`config.mk`:
```
export PLATFORM = sky130hd
export DESIGN_NAME = hvd_ctrl
export DESIGN_NICKNAME = d
export VERILOG_FILES = /design/src/rtl/core/hvd_pkg.sv /design/src/rtl/core/hvd_ctrl.sv
export SDC_FILE = /design/constraint.sdc
export NUM_CORES = 1
export LEC_CHECK = 0
export BUFFER_PORTS_ARGS = -buffer_cell sky130_fd_sc_hd__clkbuf_2
export CAP_MARGIN = 20
export CELL_PAD_IN_SITES_DETAIL_PLACEMENT = 1
export CELL_PAD_IN_SITES_GLOBAL_PLACEMENT = 1
export CORE_MARGIN = 10
export CORE_UTILIZATION = 36
export CTS_CLUSTER_SIZE = 12
export DETAILED_ROUTE_END_ITERATION = 6
export GPL_TIMING_DRIVEN = 0
export PLACE_DENSITY_LB_ADDON = 0.1
export SLEW_MARGIN = 30
export SYNTH_ARGS = -nofsm -noshare
export SYNTH_HDL_FRONTEND = slang
export SYNTH_SLANG_ARGS = --single-unit
```
`constraint.sdc`:
```
create_clock -name i_clk -period 2.4 [get_ports i_clk]
set_input_delay 0.48 -clock i_clk [delete_from_list [all_inputs] [get_ports i_clk]]
set_output_delay 0.48 -clock i_clk [all_outputs]
set_load 0.05 [all_outputs]
```
`src/rtl/core/hvd_pkg.sv`:
```
`timescale 1ns / 1ps
// hvd_pkg: shared types, codes, constants and saturating arithmetic
// used by hvd_dp, hvd_ctrl and the top of the hmm viterbi decoder; no dependencies

package hvd_pkg;

    localparam int NUM_STATES_DEF  = 8;
    localparam int NUM_SYMBOLS_DEF = 16;
    localparam int MAX_LEN_DEF     = 64;

    localparam logic [1:0] MODE_LOAD = 2'd0;
    localparam logic [1:0] MODE_SYM  = 2'd1;
    localparam logic [1:0] MODE_END  = 2'd2;

    localparam logic [1:0] SEL_TRANS = 2'd0;
    localparam logic [1:0] SEL_EMIS  = 2'd1;
    localparam logic [1:0] SEL_INIT  = 2'd2;

    localparam logic signed [15:0] WORD_ZERO = -16'sd32768;
    localparam logic signed [23:0] SCORE_MIN = -24'sd8388608;
    localparam logic signed [23:0] SCORE_MAX = 24'sd8388607;
    localparam logic signed [24:0] SUM_MIN   = -25'sd8388608;
    localparam logic signed [24:0] SUM_MAX   = 25'sd8388607;

    typedef enum logic [2:0] {
        S_IDLE,
        S_INIT,
        S_ACS,
        S_UPD,
        S_SRCH,
        S_LOAD,
        S_EMIT
    } t_state;

    typedef struct packed {
        logic load;
        logic sym_rd;
        logic trans_rd;
        logic acs_en;
        logic init_upd;
        logic acs_upd;
        logic srch_en;
        logic out_load;
        logic out_adv;
    } t_cmd;

    typedef struct packed {
        logic last;
    } t_status;

    function automatic logic signed [23:0] add_sat(input logic signed [23:0] score,
                                                  input logic signed [15:0] word);
        logic signed [24:0] s;
        s = 25'(score) + 25'(word);
        if (score == SCORE_MIN || word == WORD_ZERO) begin
            return SCORE_MIN;
        end else if (s < SUM_MIN) begin
            return SCORE_MIN;
        end else if (s > SUM_MAX) begin
            return SCORE_MAX;
        end
        return 24'(s);
    endfunction

endpackage

```
`src/rtl/core/hvd_ctrl.sv`:
```
`timescale 1ns / 1ps
// hvd_ctrl: sequencing state machine, step count and overflow flag
// uses hvd_pkg; drives the hvd_dp datapath through t_cmd

module hvd_ctrl #(
    parameter int NUM_STATES = hvd_pkg::NUM_STATES_DEF,
    parameter int MAX_LEN    = hvd_pkg::MAX_LEN_DEF
) (
    input  logic                          i_clk,
    input  logic                          i_rst_n,
    input  logic                          i_in_valid,
    input  logic [1:0]                    i_mode,
    output logic                          o_in_ready,
    output logic                          o_out_valid,
    input  logic                          i_out_ready,
    input  hvd_pkg::t_status              i_status,
    output hvd_pkg::t_cmd                 o_cmd,
    output logic [$clog2(NUM_STATES)-1:0] o_idx,
    output logic [$clog2(MAX_LEN+1)-1:0]  o_step,
    output logic                          o_ovf
);
    import hvd_pkg::*;

    localparam int SW  = $clog2(NUM_STATES);
    localparam int STW = $clog2(MAX_LEN + 1);

    t_state         r_state, n_state;
    logic [SW-1:0]  r_cnt, n_cnt;
    logic [STW-1:0] r_step, n_step;
    logic           r_ovf, n_ovf;
    logic           r_end, n_end;

    always_ff @(posedge i_clk) begin
        if (!i_rst_n) begin
            r_state <= S_IDLE;
            r_cnt   <= '0;
            r_step  <= '0;
            r_ovf   <= 1'b0;
            r_end   <= 1'b0;
        end else begin
            r_state <= n_state;
            r_cnt   <= n_cnt;
            r_step  <= n_step;
            r_ovf   <= n_ovf;
            r_end   <= n_end;
        end
    end

    always_comb begin
        n_state     = r_state;
        n_cnt       = r_cnt;
        n_step      = r_step;
        n_ovf       = r_ovf;
        n_end       = r_end;
        o_cmd       = '0;
        o_in_ready  = 1'b0;
        o_out_valid = 1'b0;
        unique case (r_state)
            S_IDLE: begin
                o_in_ready = 1'b1;
                if (i_in_valid) begin
                    unique case (i_mode)
                        MODE_LOAD: o_cmd.load = 1'b1;
                        MODE_SYM, MODE_END: begin
                            n_end = (i_mode == MODE_END);
                            n_cnt = '0;
                            if (r_step < STW'(MAX_LEN)) begin
                                o_cmd.sym_rd = 1'b1;
                                n_state = (r_step == '0) ? S_INIT : S_ACS;
                            end else begin
                                n_ovf = 1'b1;
                                if (i_mode == MODE_END) begin
                                    n_state = S_SRCH;
                                end
                            end
                        end
                        default: ;
                    endcase
                end
            end
            S_INIT: begin
                o_cmd.init_upd = 1'b1;
                n_step  = r_step + STW'(1);
                n_state = r_end ? S_SRCH : S_IDLE;
            end
            S_ACS: begin
                o_cmd.acs_en = 1'b1;
                if (r_cnt == SW'(NUM_STATES - 1)) begin
                    n_cnt   = '0;
                    n_state = S_UPD;
                end else begin
                    o_cmd.trans_rd = 1'b1;
                    n_cnt = r_cnt + SW'(1);
                end
            end
            S_UPD: begin
                o_cmd.acs_upd = 1'b1;
                n_step  = r_step + STW'(1);
                n_state = r_end ? S_SRCH : S_IDLE;
            end
            S_SRCH: begin
                o_cmd.srch_en = 1'b1;
                if (r_cnt == SW'(NUM_STATES - 1)) begin
                    n_cnt   = '0;
                    n_state = S_LOAD;
                end else begin
                    n_cnt = r_cnt + SW'(1);
                end
            end
            S_LOAD: begin
                o_cmd.out_load = 1'b1;
                n_state = S_EMIT;
            end
            S_EMIT: begin
                o_out_valid = 1'b1;
                if (i_out_ready) begin
                    if (i_status.last) begin
                        n_step  = '0;
                        n_ovf   = 1'b0;
                        n_state = S_IDLE;
                    end else begin
                        o_cmd.out_adv = 1'b1;
                    end
                end
            end
            default: n_state = S_IDLE;
        endcase
    end

    assign o_idx  = r_cnt;
    assign o_step = r_step;
    assign o_ovf  = r_ovf;
endmodule

```
==> impl.org, run 1 <==
** Status
- Status :: completed

** Clock tree
- No sink is reached through more buffers than the 2 on the longest clock path.
- Later-pin clock latency in the skew report :: between 0.2 and 0.3 ns
- In this run the number of H-tree levels came out at 1.
- PostCTS Resize Cnt :: 0
- Number of clock sinks seen by CTS :: 15
- Clk root buf :: sky130_fd_sc_hd__clkbuf_4
- TritonCTS buffer count :: 3
- Clock transition at the registers of the reported paths :: 0.10 ns
- Hold Buf Count CTS :: 0
- Setup Fix Bufs, Post-CTS :: 0
- TritonCTS built the clock tree.

** Timing
- The smallest clock period supported by the final layout is computed as ~2.2 ns.
- Setup violations remaining at the end of the flow were counted as 0.
- Of the available clock period, the critical path in the final layout requires 0.922.
- Setup repair after global routing left no endpoint under its margin.
- The count of pins over their slew limit was 0.
- In the final timing run, aggregate negative setup slack is 0 ns.
- Worst slew pin tran :: 0.575 ns
- Relative max-transition margin :: 0.613
- After layout, the worst setup slack is about 0.19 ns.
- Across all hold checks on the routed design, the worst slack comes to roughly 0.47 ns.
- Derived from the worst setup path, the maximum achievable clock frequency is 452 MHz.
- Worst setup skew after layout :: 0.00238 ns
- The number of failing hold endpoints at the final stage is 0.

** Placement
- Counting tap cells, the placed design contains a total of approximately 180 instances.
- The count of buffers added on input and output ports is 28.
- Final weighted congestion in routability-driven placement :: 0.791
- Summing all placed instances gives a cell area of around 1200 sq um.
- Before CTS, the worst setup slack after placement is just under 0.3 ns.
- Final HPWL DP :: 2.33 mm

** Critical path
- Setup slack on the worst reg-to-reg path comes out at ~0.64 ns.
- The number of cells on the worst reg-to-reg path is 6.
- Of all nets on the critical path, the largest fanout is 9.
- At the worst endpoint, the required time is between 1.5 and 2 ns.
- Critical path endpoint category :: output pin
- Kind of critical path :: reg -> out
- In this run the critical register-to-register path is launched from o_step[0].
- In this run the critical register-to-register path is captured at r_state[0].
- Tracing the worst setup path back leads to its startpoint at r_state[0].
- STA puts the critical path data arrival time at 1.73 ns.
- Startpoint class of the critical path :: register

** Global routing
- The first global-routing pass estimated between 4 and 5 mm of wire.
- For this run, global-route usage on met1 was measured as 0.130.
- Global routing finished with a remaining overflow of 0.
- Routing layer with the top usage in global route :: met2
- Entering global routing, the biggest net connects 11 pins.
- Initial antenna violation count :: 0
- The via count of the first global-routing pass is 1028.
- Fraction of met2 tracks used by global routing :: 0.196
- In the global route stage, overall resource usage came out at 0.113.
- For this run, global-route usage on met3 was measured as 0.0422.

** Min path
- For hold timing, the worst endpoint is r_state[1].
- In this run the worst hold path is classified as in -> reg.
- Counting instances, the worst hold path has a depth of 2.
- The startpoint identified for the worst hold timing path is i_rst_n.

** Die
- Total core area :: between 2000 and 3000 sq um
- The floorplan step set the die width to 72.4 um.
- Cell Rows :: 18
- Die Footprint :: approximately 5200 sq um
- Top-Level Pins :: 29
- Die Y :: between 70 and 80 um
- The initial utilization of the core area, before any placement, comes to 0.388.

** Detailed routing
- Detailed-routing iteration count for the pre-antenna-repair pass :: 4
- Via density per instance :: 5.47
- Detailed-route DRC error count :: 0
- Antenna-violating nets left :: 0
- Summed over all layers, the routed wires come to between 2 and 3 mm.
- After the first detailed-routing iteration, the DRC count stood at 31.
- Via count of the routed design :: 1018
- Dividing the detail-routed wire length by the instance count gives between 15 and 20 um.

** Synthesis
- Post-Synthesis Net Count :: between 100 and 150
- Counting flops and latches in the post-synthesis netlist gives 15.
- Synthesis handed over a netlist of 124 instances.
- Number of enable-type register cells in the synthesized netlist :: 0
- Average footprint of a synthesized cell :: around 8 sq um
- Ranked by total cell area, the synthesized netlist is headed by sky130_fd_sc_hd__dfxtp_1 (30%), sky130_fd_sc_hd__ha_1 (7.6%), sky130_fd_sc_hd__nor2_1 (6.1%), sky130_fd_sc_hd__inv_1 (4.2%), sky130_fd_sc_hd__nand2_1 (4.2%).
- Synthesis instantiated 39 different standard cells from the library.
- Syn Std Cell Area :: 988 sq um
- For this run, the leading register cell type out of synthesis is sky130_fd_sc_hd__dfxtp_1.
- Yosys printed 0 warnings.
- Of the post-synthesis cell area, the dominant cell type holds 0.304.
- Summed over all instances, the cell type with the most area after synthesis is sky130_fd_sc_hd__dfxtp_1.
- In the synthesized netlist the async set-or-reset flop fraction comes to 0.
- Of the synthesized area, sequential elements account for 0.304.
- Most used standard cell by instance count after synthesis :: sky130_fd_sc_hd__nor2_1
- The commonest cells after synthesis are sky130_fd_sc_hd__nor2_1 (16), sky130_fd_sc_hd__dfxtp_1 (15), sky130_fd_sc_hd__inv_1 (11), sky130_fd_sc_hd__nand2_1 (11), sky130_fd_sc_hd__ha_1 (6).

** Power
- For this design the static power due to leakage is 0.575 nW.
- PwrDens :: 836 nW/um^2
- IR analysis of the VDD net gives a maximum drop of roughly 0.62 mV.
- After layout, the design draws a total of around 1.0 mW.

** Layout
- The finished layout holds around 190 standard cells, fillers aside.
- Once layout is done, the placed cells without fillers occupy between 1000 and 1500 sq um.
- Fraction of final layout cells with drive strength greater than 1 :: 0.269
- At the end of the flow the core is filled with cells to 0.471.
- Final Net Count :: 170
- Syn-to-layout area delta :: 21.3%
- Ant diodes :: 0

** Job
- Max-cap violations in this run came to 0.
==> worst max-delay path, cell delays in order (launching register included) <==
cell and delay [ns]:
sky130_fd_sc_hd__dfxtp_1 0.31, sky130_fd_sc_hd__clkbuf_1 0.20, sky130_fd_sc_hd__or3b_2 0.55, sky130_fd_sc_hd__nor2_1 0.11, sky130_fd_sc_hd__clkbuf_2 0.28
==> layout make-up <==
class | count | area [sq um]
fillers | 348 | 1350
multi-input cells | 92 | 624
flip-flops and latches | 15 | 300
repair buffers | 28 | 140
inverters | 11 | 41.3
well taps | 30 | 37.5
plain buffers | 6 | 28.8
clock buffers | 4 | 26.3
==> metal layers <==
layer | up-vias | wire length [um]
met5 | - | 0
met2 | 19 | 1380
li1 | 503 | -
met3 | 2 | 203
met1 | 494 | 1300
met4 | 0 | 9
==> kinds of logic (layout without fill, tap and decap cells) <==
| logic type | after synthesis | count (layout) | share of synthesized area |
|---|---|---|---|
| AND/OR/NAND/NOR | 54 | 54 | 0.292 |
| AO/OA/AOI/OAI | 26 | 26 | 0.201 |
| multiplexers | 3 | 3 | 0.0304 |
| adder cells (fa/ha/maj) | 6 | 6 | 0.0759 |
| XOR/XNOR | 3 | 3 | 0.0266 |
| buffers and inverters | 17 | 49 | 0.0696 |
| flip-flops | 15 | 15 | 0.304 |
==> flip-flops by register name, summed over array words and instances, names as in the netlist <==
signal   flops
r_state      3
o_step       7
o_ovf        1
o_idx        3
r_end        1
==> power breakdown <==
group          internal (mW)  switching, mW
clock                 0.0644         0.0852
sequential             0.276         0.0190
combinational          0.164          0.392
total                  0.505          0.497
==> worst max-delay path by stage <==
stage                       to  cells after the start
global placement    r_state[1]                      7
detailed placement  r_state[1]                      7
CTS                   o_cmd[1]                      5
floorplan             o_cmd[7]                      4
global route          o_cmd[1]                      5
finish                o_cmd[6]                      4
==> layout by cell type (no fill, tap or decap), types with 3 or more instances in the layout <==
master and count:
sky130_fd_sc_hd__clkbuf_2 29, sky130_fd_sc_hd__nor2_1 16, sky130_fd_sc_hd__dfxtp_1 15, sky130_fd_sc_hd__inv_1 11
sky130_fd_sc_hd__nand2_1 11, sky130_fd_sc_hd__ha_1 6, sky130_fd_sc_hd__o21ai_0 5, sky130_fd_sc_hd__buf_2 4
sky130_fd_sc_hd__nand2b_1 4, sky130_fd_sc_hd__a21oi_1 4, sky130_fd_sc_hd__xnor2_1 3, sky130_fd_sc_hd__nand3_1 3
sky130_fd_sc_hd__mux2i_1 3, sky130_fd_sc_hd__clkbuf_4 3
(Power assumes the default switching activity.)
==> inputs of run 2 (changes only) <==
- CORE_UTILIZATION: 36 -> 39
- clock period: 2.4 -> 2.78 ns (I/O delays scaled with it)
==> run 2 against run 1 <==
  * Die area decreased by 5.6%
  * Core utilization increased by 1.7 points
  * Critical path depth grew 1
  * Largest cell class unchanged
  * Register-to-register slack gained 0.35 ns
  * Hold slack improved by 0.0086 ns
  * Critical path type unchanged
  * Global-route usage increased by 0.79 points
  * Sequential share of layout area about the same
  * Combinational power is 13% lower
  * Critical endpoint is now o_cmd[1]
  * Worst setup slack improved by 0.15 ns
  * Sequential cell count stayed put
  * Sequential power is 13% lower
==> impl.org, run 2 (synthesized netlist as in run 1, its figures left out) <==
** Status
- The run finished with clean final reports.

** Placement
- The wire-length estimate of the detail-placed layout is about 2.4 mm.
- Number of placed instances, taps included :: 182
- Final weighted congestion in routability-driven placement :: just over 0.8
- Worst-case setup slack after placement :: about 0.55 ns
- Buffers placed on the I/O ports in this run total 28.

** Die
- Cell Rows :: 18
- X dimension of the die :: about 70 um
- Die Y :: 70.3 um
- For this design the top-level I/O count stands at 29.
- Total core area :: around 2500 sq um
- Die Footprint :: about 4900 sq um
- For this configuration, the core starts out at a cell density of 0.403.

** Timing
- In the final timing run, aggregate negative setup slack is 0 ns.
- Relative max-transition margin :: 0.627
- Setup violations, final :: 0
- Fmax achieved :: between 400 and 500 MHz
- Final worst-path setup slack :: approximately 0.33 ns
- Worst setup skew after layout :: roughly 0.0033 ns
- Number of failing hold endpoints at the final stage :: 0
- Subtracting the final worst setup slack from the clock period gives between 2 and 2.5 ns.
- The count of pins over their slew limit was 0.
- Final cycle utilization of the critical path :: 0.880
- RSZ-0062 raised after global routing :: false
- For the pin with the worst max-slew slack, the measured transition is between 0.5 and 0.6 ns.

** Clock tree
- Setup Fix Bufs, Post-CTS :: 0
- TritonCTS buffer count :: 3
- In this run the number of H-tree levels came out at 1.
- Hold Buf Count CTS :: 0
- The number of gates resized after CTS was 0.
- Buffer depth of the longest clock path :: 2
- Clock tree synthesis selected as its root buffer the cell sky130_fd_sc_hd__clkbuf_4.
- TritonCTS built the clock tree.
- The clock reaches the later pin of the worst-skew pair after around 0.29 ns.
- Number of clock sinks seen by CTS :: 15
- Clock-pin slew was measured on the worst setup and hold paths at 0.10 ns.

** Critical path
- Worst reg2reg path startpoint :: o_step[0]
- Critical path endpoint category :: output pin
- Of all nets on the critical path, the largest fanout is 10.
- Length in cells of the worst reg-to-reg path :: 6
- Cell at the slowest stage of the critical path :: sky130_fd_sc_hd__clkbuf_1
- The most numerous cell type found on the critical path is sky130_fd_sc_hd__clkbuf_1.
- In this run the critical register-to-register path is captured at r_state[0].
- At the worst endpoint, the arrival time is about 1.9 ns.
- Top cell family by delay on the critical path :: buffers and inverters
- Together, buffers and inverters on the worst path number 3.
- In this design, the stage delay of the slowest critical-path cell is 0.42 ns.
- Data required time of the worst path :: roughly 2.2 ns
- Worst-case register-to-register setup slack :: 0.99 ns
- The worst setup path is launched from a register.
- By startpoint and endpoint, the worst setup path is classified as reg -> out.
- Critical-path cell list :: clkbuf_1 -> clkbuf_1 -> nand2_1 -> nor2_1 -> clkbuf_2

** Layout
- Leaving out fill and tap cells, the most frequent cell in the layout is sky130_fd_sc_hd__clkbuf_2.
- At the end of the flow, the number of nets in the layout was 170.
- 0 antenna diodes ended up in the layout.
- The library cells used most frequently in the layout, excluding fill and tap cells, are sky130_fd_sc_hd__clkbuf_2 (28), sky130_fd_sc_hd__nor2_1 (16), sky130_fd_sc_hd__dfxtp_1 (15), sky130_fd_sc_hd__inv_1 (11), sky130_fd_sc_hd__nand2_1 (11).
- Relative to the synthesized area, the layout overhead comes to 21.1%.
- Flip-flop count of the largest register, all copies and words added :: 7
- Finished Layout Cells :: around 190
- Of the cells placed in the final design, the portion with a size suffix greater than 1 is 0.263.

** Min path
- Class of the most critical hold timing path :: reg -> reg
- Worst hold path endpoint :: o_ovf
- Worst hold path cell count :: 2
- The startpoint identified for the worst hold timing path is o_ovf.

** Global routing
- Initial antenna violation count :: 0
- Global-route wire length before repair :: 5.09 mm
- Global routing finished with a remaining overflow of 0.
- The via count of the first global-routing pass came to roughly 1100.
- Total GRT Usage :: 0.121
- Entering global routing, the biggest net connects 11 pins.

** Power
- PwrDens :: ~730 nW/um^2
- Worst ir drop on vdd :: 0.391 mV
- Power, Total :: around 0.87 mW
- In this run the static leakage power is approximately 0.57 nW.

** Detailed routing
- Detailed-routing iteration count for the pre-antenna-repair pass :: 4
- Antenna-violating nets left :: 0
- After the first detailed-routing iteration, the DRC count stood at 30.
- After detailed routing, the average wire length per cell comes to roughly 16 um.
- Via count of the routed design :: slightly above 1000
- Using the TritonRoute via totals, the vias-per-cell ratio works out to around 5.4.
- For this block, the routed nets add up to 2.99 mm of wire.
- Detailed-route DRC error count :: 0

** Job
- Max-cap violations in this run came to 0.
-- run 2: how the worst max path moves through the flow --
stage / start / endpoint / slack (ns) / cells after the start
detailed placement: i_mode[0] / o_cmd[7] / 0.55 / 6
finish: r_state[0] / o_cmd[1] / 0.33 / 5
floorplan: r_state[0] / o_cmd[7] / 0.32 / 4
global route: r_state[0] / o_cmd[1] / 0.20 / 5
global placement: i_mode[0] / r_state[1] / 0.62 / 7
CTS: r_state[0] / o_cmd[1] / 0.37 / 5
-- run 2: layout make-up --
type / instances / area, sq um
plain buffers: 6 / 27.5
clock buffers: 4 / 26.3
fillers: 327 / 1260
inverters: 11 / 41.3
multi-input cells: 92 / 624
flip-flops and latches: 15 / 300
well taps: 30 / 37.5
repair buffers: 28 / 140
-- run 2: metrics by stage --
step	cell area, sq um	hold WS [ns]	util
3_5_place_dp	1170	0.457	0.477
5_1_grt	1200	0.527	0.488
6_report	1200	0.480	0.488
2_1_floorplan	993	0.460	-
4_1_cts	1200	0.484	0.488
3_3_place_gp	1170	0.450	0.477
-- run 2: per-layer routing --
metal | track usage | routed length, um | vias up | share of wire
li1 | - | - | 503 | -
met1 | 0.148 | 1400 | 485 | 0.47
met2 | 0.200 | 1420 | 22 | 0.48
met3 | 0.0381 | 152 | 2 | 0.051
met4 | 0.0241 | 13 | 0 | 0.0043
met5 | 0 | 0 | - | 0
-- run 2: tightest hold or removal path, cell delays in order, from the launching register on --
cell	delay (ns)
sky130_fd_sc_hd__dfxtp_1	0.34
sky130_fd_sc_hd__a21oi_1	0.04
sky130_fd_sc_hd__nor2_1	0.07
-- run 2: power breakdown --
group | switching (mW) | internal [mW] | leakage [nW] | total (mW)
registers | 0.0174 | 0.239 | 0.122 | 0.256
clock network | 0.0775 | 0.0558 | 0.0150 | 0.133
logic | 0.342 | 0.141 | 0.435 | 0.483
